--- src/rtl/cmd_pkg.sv ---
`timescale 1ns / 1ps
// ----------------------------------------------------------------------------
// Complex magnitude detect package
// Sample and result beat types, pipeline sizing and the root step function.
// ----------------------------------------------------------------------------
package cmd_pkg;

  localparam int unsigned SampleW       = 16;
  localparam int unsigned MagW          = 16;
  localparam int unsigned SumW          = 2 * SampleW;
  localparam int unsigned StepsPerStage = 2;
  localparam int unsigned SqrtStages    = (SampleW + StepsPerStage - 1) / StepsPerStage;
  // abs, square, sum, root stages, output register
  localparam int unsigned Latency       = 4 + SqrtStages;
  localparam logic [MagW-1:0] MagMax    = {MagW{1'b1}};

  typedef struct packed {
    logic signed [SampleW-1:0] in_phase;
    logic signed [SampleW-1:0] quadrature;
    logic                      last_sample;
  } cmd_in_t;

  typedef struct packed {
    logic [MagW-1:0] magnitude;
    logic            last_out;
  } cmd_out_t;

  typedef struct packed {
    logic valid;
    logic last;
  } cmd_ctl_t;

  typedef struct packed {
    logic [SumW-1:0] rem;
    logic [SumW-1:0] root;
  } cmd_root_t;

  // One digit of the bitwise square root; bit_v is the current trial bit.
  function automatic cmd_root_t sqrt_step(cmd_root_t cur, logic [SumW-1:0] bit_v);
    cmd_root_t     nxt;
    logic [SumW:0] trial;
    trial = {1'b0, cur.root} + {1'b0, bit_v};
    if ({1'b0, cur.rem} >= trial) begin
      nxt.rem  = cur.rem - trial[SumW-1:0];
      nxt.root = (cur.root >> 1) + bit_v;
    end else begin
      nxt.rem  = cur.rem;
      nxt.root = cur.root >> 1;
    end
    return nxt;
  endfunction

endpackage

--- src/rtl/cmd_sqrt.sv ---
`timescale 1ns / 1ps
// ----------------------------------------------------------------------------
// Pipelined integer square root
// Floor root of an unsigned sum, two result bits per register stage.
// ----------------------------------------------------------------------------
module cmd_sqrt (
  input  logic                         clk_i,
  input  logic                         rst_ni,
  input  cmd_pkg::cmd_ctl_t            ctl_i,
  input  logic [cmd_pkg::SumW-1:0]     value_i,
  output cmd_pkg::cmd_ctl_t            ctl_o,
  output logic [cmd_pkg::SampleW-1:0]  root_o
);

  cmd_pkg::cmd_ctl_t  ctl_q [cmd_pkg::SqrtStages];
  cmd_pkg::cmd_root_t acc_q [cmd_pkg::SqrtStages];

  for (genvar s = 0; s < cmd_pkg::SqrtStages; s++) begin : g_stage
    cmd_pkg::cmd_ctl_t  ctl_src;
    cmd_pkg::cmd_root_t acc_src;
    cmd_pkg::cmd_root_t acc_d;

    if (s == 0) begin : g_head
      assign ctl_src = ctl_i;
      assign acc_src = '{rem: value_i, root: '0};
    end else begin : g_body
      assign ctl_src = ctl_q[s-1];
      assign acc_src = acc_q[s-1];
    end

    always_comb begin
      logic [cmd_pkg::SumW-1:0] bit_v;
      bit_v = '0;
      acc_d = acc_src;
      for (int j = 0; j < cmd_pkg::StepsPerStage; j++) begin
        if (s * cmd_pkg::StepsPerStage + j < cmd_pkg::SampleW) begin
          bit_v = cmd_pkg::SumW'(1) <<
                  (cmd_pkg::SumW - 2 - 2 * (s * cmd_pkg::StepsPerStage + j));
          acc_d = cmd_pkg::sqrt_step(acc_d, bit_v);
        end
      end
    end

    always_ff @(posedge clk_i or negedge rst_ni) begin
      if (!rst_ni) begin
        ctl_q[s] <= '0;
      end else begin
        ctl_q[s] <= ctl_src;
      end
    end

    always_ff @(posedge clk_i) begin
      acc_q[s] <= acc_d;
    end
  end

  assign ctl_o  = ctl_q[cmd_pkg::SqrtStages-1];
  assign root_o = acc_q[cmd_pkg::SqrtStages-1].root[cmd_pkg::SampleW-1:0];

endmodule

--- src/rtl/complex_magnitude_detect_unit.sv ---
`timescale 1ns / 1ps
// ----------------------------------------------------------------------------
// Complex magnitude detect unit
// Floor sqrt(I*I + Q*Q) per complex sample, saturated to 16 bits.
// ----------------------------------------------------------------------------
//  channel  | ports                     | beat taken when
//  ---------+---------------------------+--------------------------
//  sample   | start, busy, sample_i     | start && !busy
//  result   | result_valid_o, result_o  | result_valid_o (one cycle)
//
// One sample per cycle; busy never rises. Each result passes through the abs,
// square and sum registers, eight two-bit root stages and the output register.
// Reset clears the valid and last chain only; no result can be held off, so
// nothing in the pipe ever waits.
module complex_magnitude_detect_unit (
  input  logic             clk_i,
  input  logic             rst_ni,
  input  logic             start,
  output logic             busy,
  input  cmd_pkg::cmd_in_t sample_i,
  output logic             result_valid_o,
  output cmd_pkg::cmd_out_t result_o
);

  localparam int unsigned W = cmd_pkg::SampleW;

  cmd_pkg::cmd_ctl_t ctl_abs_q, ctl_sq_q, ctl_sum_q, ctl_root;
  logic [W-1:0]                abs_i_q, abs_q_q;
  logic [cmd_pkg::SumW-1:0]    sq_i_q, sq_q_q, sum_q;
  logic [W-1:0]                root;
  logic                        valid_q;
  cmd_pkg::cmd_out_t           res_d, res_q;
  logic [cmd_pkg::SumW:0]      sum_full;

  assign busy = 1'b0;
  assign sum_full = {1'b0, sq_i_q} + {1'b0, sq_q_q};

  always_ff @(posedge clk_i or negedge rst_ni) begin
    if (!rst_ni) begin
      ctl_abs_q <= '0;
      ctl_sq_q  <= '0;
      ctl_sum_q <= '0;
      valid_q   <= 1'b0;
    end else begin
      ctl_abs_q <= '{valid: start && !busy, last: sample_i.last_sample};
      ctl_sq_q  <= ctl_abs_q;
      ctl_sum_q <= ctl_sq_q;
      valid_q   <= ctl_root.valid;
    end
  end

  always_ff @(posedge clk_i) begin
    abs_i_q <= sample_i.in_phase[W-1]   ? (~sample_i.in_phase + W'(1))
                                        : sample_i.in_phase;
    abs_q_q <= sample_i.quadrature[W-1] ? (~sample_i.quadrature + W'(1))
                                        : sample_i.quadrature;
    sq_i_q  <= cmd_pkg::SumW'(abs_i_q) * cmd_pkg::SumW'(abs_i_q);
    sq_q_q  <= cmd_pkg::SumW'(abs_q_q) * cmd_pkg::SumW'(abs_q_q);
    sum_q   <= sum_full[cmd_pkg::SumW-1:0];
    res_q   <= res_d;
  end

  cmd_sqrt u_sqrt (
    .clk_i   (clk_i),
    .rst_ni  (rst_ni),
    .ctl_i   (ctl_sum_q),
    .value_i (sum_q),
    .ctl_o   (ctl_root),
    .root_o  (root)
  );

  always_comb begin
    res_d.last_out = ctl_root.last;
    if (cmd_pkg::SumW'(root) > cmd_pkg::SumW'(cmd_pkg::MagMax)) begin
      res_d.magnitude = cmd_pkg::MagMax;
    end else begin
      res_d.magnitude = root[cmd_pkg::MagW-1:0];
    end
  end

  assign result_valid_o = valid_q;
  assign result_o       = res_q;

endmodule

--- config.mk ---
export PLATFORM = sky130hd
export DESIGN_NAME = complex_magnitude_detect_unit
export DESIGN_NICKNAME = d
export VERILOG_FILES = /design/src/rtl/cmd_pkg.sv /design/src/rtl/cmd_sqrt.sv /design/src/rtl/complex_magnitude_detect_unit.sv
export SDC_FILE = /design/constraint.sdc
export NUM_CORES = 2
export LEC_CHECK = 0
export BUFFER_PORTS_ARGS = -buffer_cell sky130_fd_sc_hd__clkbuf_2
export CAP_MARGIN = 20
export CELL_PAD_IN_SITES_DETAIL_PLACEMENT = 1
export CELL_PAD_IN_SITES_GLOBAL_PLACEMENT = 2
export CORE_MARGIN = 2
export CORE_UTILIZATION = 42
export DETAILED_ROUTE_END_ITERATION = 8
export PLACE_DENSITY = 0.79
export SLEW_MARGIN = 5
export SYNTH_ARGS = -nofsm -noshare
export SYNTH_HDL_FRONTEND = slang
export SYNTH_SLANG_ARGS = --single-unit
--- constraint.sdc ---
create_clock -name clk_i -period 7.53 [get_ports clk_i]
set_input_delay 0.3765 -clock clk_i [delete_from_list [all_inputs] [get_ports clk_i]]
set_output_delay 0.3765 -clock clk_i [all_outputs]
set_load 0.02 [all_outputs]
==> out/results.txt <==
Routed WL = 93.6 mm
Yosys cell types = 95
Finish-stage setup viols = 0
drt drc = 0
Main synth FF type = dfxtp_1
Nets = 4868
drt initial violations = 950
final hold violations = 0
CTS tree = built
# rows = 108
Post-Route Skew = 0.0226 ns
post-synthesis simple-gate area fraction = 15.4%
xor and xnor area share after synthesis = 6.90%
largest net degree at the start of global routing = 31
Levels on crit path = 25
Crit Path Class = reg2reg
fin crit share = 91.2%
first-pass GRT wire length = 153 mm
critical path fanouts, max = 19
Worst Hold Class = in2reg
post-CTS sizing = 0
post-synthesis mux area share = 1.11%
setup_tns = 0 ns
worst hold-check slack = 0.0408 ns
Util after Layout = 46.3%
Die W = 299 microns
Post-synth EDFFs = 0
Critical Path RT = 8.07 ns
CORE AREA = 0.0866 sq mm
Synth Cell Area = 0.0366 sq mm
# diodes = 0
critical path's slowest cell = dfxtp_1
Crit path max-delay family = adder cells
port buffer count = 53
largest family of logic cells by synthesized area = adder cells
layout cells sized above 1 = 6.00%
vias in the first global route = 29300
Vias/cell = 5.13
CP Capture Type = flip-flop
GRT overflow = 0
yosys warns = 0
die height = 299 microns
Seq cells post-synth = 462
Slew headroom = 38.7%
routed vias = 27200
Syn-to-layout area delta = 9.42%
Root Buffer = clkbuf_16
Post-Synthesis Cells = 4047
H-tree depth reported by CTS = 2
status = completed
Register-to-Register Path Depth = 25
# IOs = 55
Post-Synth Adder-Cell Area = 31.2%
Post-DRT Antenna Nets = 0
fin. max-slew vios = 0
Peak Freq = 146 MHz
asr flop ratio synth = 4.98%
slowest cell delay on critical path = 0.54 ns
RSZ-0062 raised after global routing = false
CTS Sinks = 462
DRT Pass-1 Iters = 5
Max Root-Sink Buffers = 3
Tmin final = 6.87 ns
r2r setup slk = 0.66 ns
Clock transition at path regs = 0.07 ns
post-detail-place hpwl = 77.4 mm
Max-Cap Viols = 0
gpl congestion = 0.822
All-Layer GR Usage = 21.2%
post-synthesis compound-gate area fraction = 12.0%
wire length per cell = 17.7 microns
WHS Path Cells = 2
sequential fraction of the synthesis area = 25.6%
die area = 0.0896 sq mm
Initial Util = 42.3%
arrival time at the worst endpoint = 7.41 ns
syn nets = 4800
CTS Buf Count = 49
Post-Syn Area per Cell = 9.05 sq um
CP Launch Type = flip-flop
initial antenna violation count = 1
Clock Latency Late Sink = 0.61 ns
Slew @ Worst Pin = 0.913 ns
Critical path buffers and inverters = 7
[cell usage after synthesis (all sizes together), types with 11 or more instances]
| library cell | count | share of area [%] |
|---|---|---|
| o211ai | 11 | 0.24 |
| dfrtp | 23 | 1.6 |
| a31o | 13 | 0.31 |
| and3 | 24 | 0.41 |
| nor4 | 43 | 0.75 |
| o31ai | 26 | 0.57 |
| a31oi | 25 | 0.43 |
| nand4 | 35 | 0.60 |
| nand3 | 65 | 0.89 |
| a211oi | 27 | 0.55 |
| a21oi | 165 | 2.3 |
| mux2i | 12 | 0.33 |
| dfxtp | 439 | 24 |
| or4 | 20 | 0.42 |
| buf | 13 | 0.27 |
| or3 | 37 | 0.63 |
| nand2b | 31 | 0.53 |
| and2 | 113 | 1.9 |
| o21a | 41 | 0.84 |
| clkbuf | 78 | 0.80 |
| inv | 656 | 6.7 |
| a21o | 73 | 1.5 |
| mux2 | 24 | 0.78 |
| xor2 | 92 | 2.2 |
| fa | 328 | 18 |
| nor2 | 241 | 2.5 |
| nor3 | 87 | 1.2 |
| nor3b | 17 | 0.35 |
| ha | 389 | 13 |
| o21ai | 143 | 2.0 |
| xnor2 | 196 | 4.7 |
| nand2 | 322 | 3.3 |
| o21bai | 26 | 0.53 |
| or2 | 31 | 0.53 |
| nor2b | 28 | 0.48 |
[repair_timing]
action                    CTS  global route
hold buffers               28             0
hold endpoints to repair   52             0
buffers inserted            0             0
[registers in the layout, indices dropped and copies added (netlist names)]
name and count:
ctl_abs_q 2, result_valid_o 1, ctl_sq_q 2, result_o 17, u_sqrt.acc_q 296, u_sqrt.ctl_o 2, abs_i_q 16, u_sqrt.ctl_q 14
sum_q 32, sq_q_q 31, ctl_sum_q 2, abs_q_q 16, sq_i_q 31
[worst paths after layout]
kind	start	endpoint
setup / recovery	abs_q_q[1]	sq_q_q[31]
hold / removal	sample_i[22]	abs_i_q[5]
min in group asynchronous	rst_ni	ctl_sum_q[0]
max in group asynchronous	rst_ni	u_sqrt.ctl_q[4]
hold reg to reg	u_sqrt.acc_q[7][3]	result_o[4]
setup reg to reg	abs_q_q[1]	sq_q_q[31]
[placed cells by master (no fill, tap or decap), types with 26 or more instances in the layout]
cell / instances
a21oi_1: 161
o21bai_1: 26
nor2b_1: 28
ha_1: 389
or2_2: 29
dfxtp_1: 439
nor4_1: 42
fa_1: 328
and2_1: 112
xor2_1: 92
nand2b_1: 31
nand3_1: 65
or3_1: 37
clkbuf_2: 53
nor2_1: 239
o21ai_0: 140
clkbuf_16: 49
a211oi_1: 27
dlygate4sd3_1: 28
o21a_1: 41
buf_4: 26
xnor2_1: 195
nand4_1: 35
nand2_1: 322
nor3_1: 87
inv_1: 655
a21o_1: 73
[through the flow]
step	std cells	setup slack, ns	cell area [sq um]
after floorplan	4047	0.754	36600
after global placement	5191	0.766	38200
after detailed placement	5191	0.672	38200
after CTS	5305	0.650	40100
after global routing	5305	0.112	40100
final	5305	0.662	40100
[logic make-up (layout without fill, tap and decap cells)]
group                      count (synthesis)  after routing
xor gates and xnor gates                 288            288
DFF                                      462            462
buffers and inverters                    748            851
and+or+nand+nor                         1134           1134
adders and majority gates                717            717
AOI/OAI and AO/OA                        661            661
muxes                                     36             36
other                                      1              1
[area by class of cell]
type	instances	area, sq um
Tap cell	1155	1450
Timing Repair Buffer	108	761
Inverter	657	2470
Fill cell	10000	46500
Clock inverter	22	282
Sequential cell	462	9360
Clock buffer	64	1350
Multi-Input combinational cell	2837	24400
[worst register-to-register path: cells and delay by family (launching register included)]
family	cells	cell delay (ns)
AO/OA/AOI/OAI	7	1.66
XOR/XNOR	1	0.13
adder cells (fa/ha/maj)	7	3.35
buffers and inverters	7	0.53
flip-flops	1	0.54
AND/OR/NAND/NOR	3	0.60
[layer usage]
layer  vias to the layer above  routed length [microns]  global-route usage (%)
met5                         -                        0                       0
met4                         0                     1920                    4.74
met3                       108                     1970                    2.09
met2                       209                    48200                    39.3
met1                     13400                    41500                    26.4
li1                      13500                        -                       -
Power is left out: the tool's default activity adds up to more than one toggle a clock period on the data nets, which glitch-free logic cannot reach.
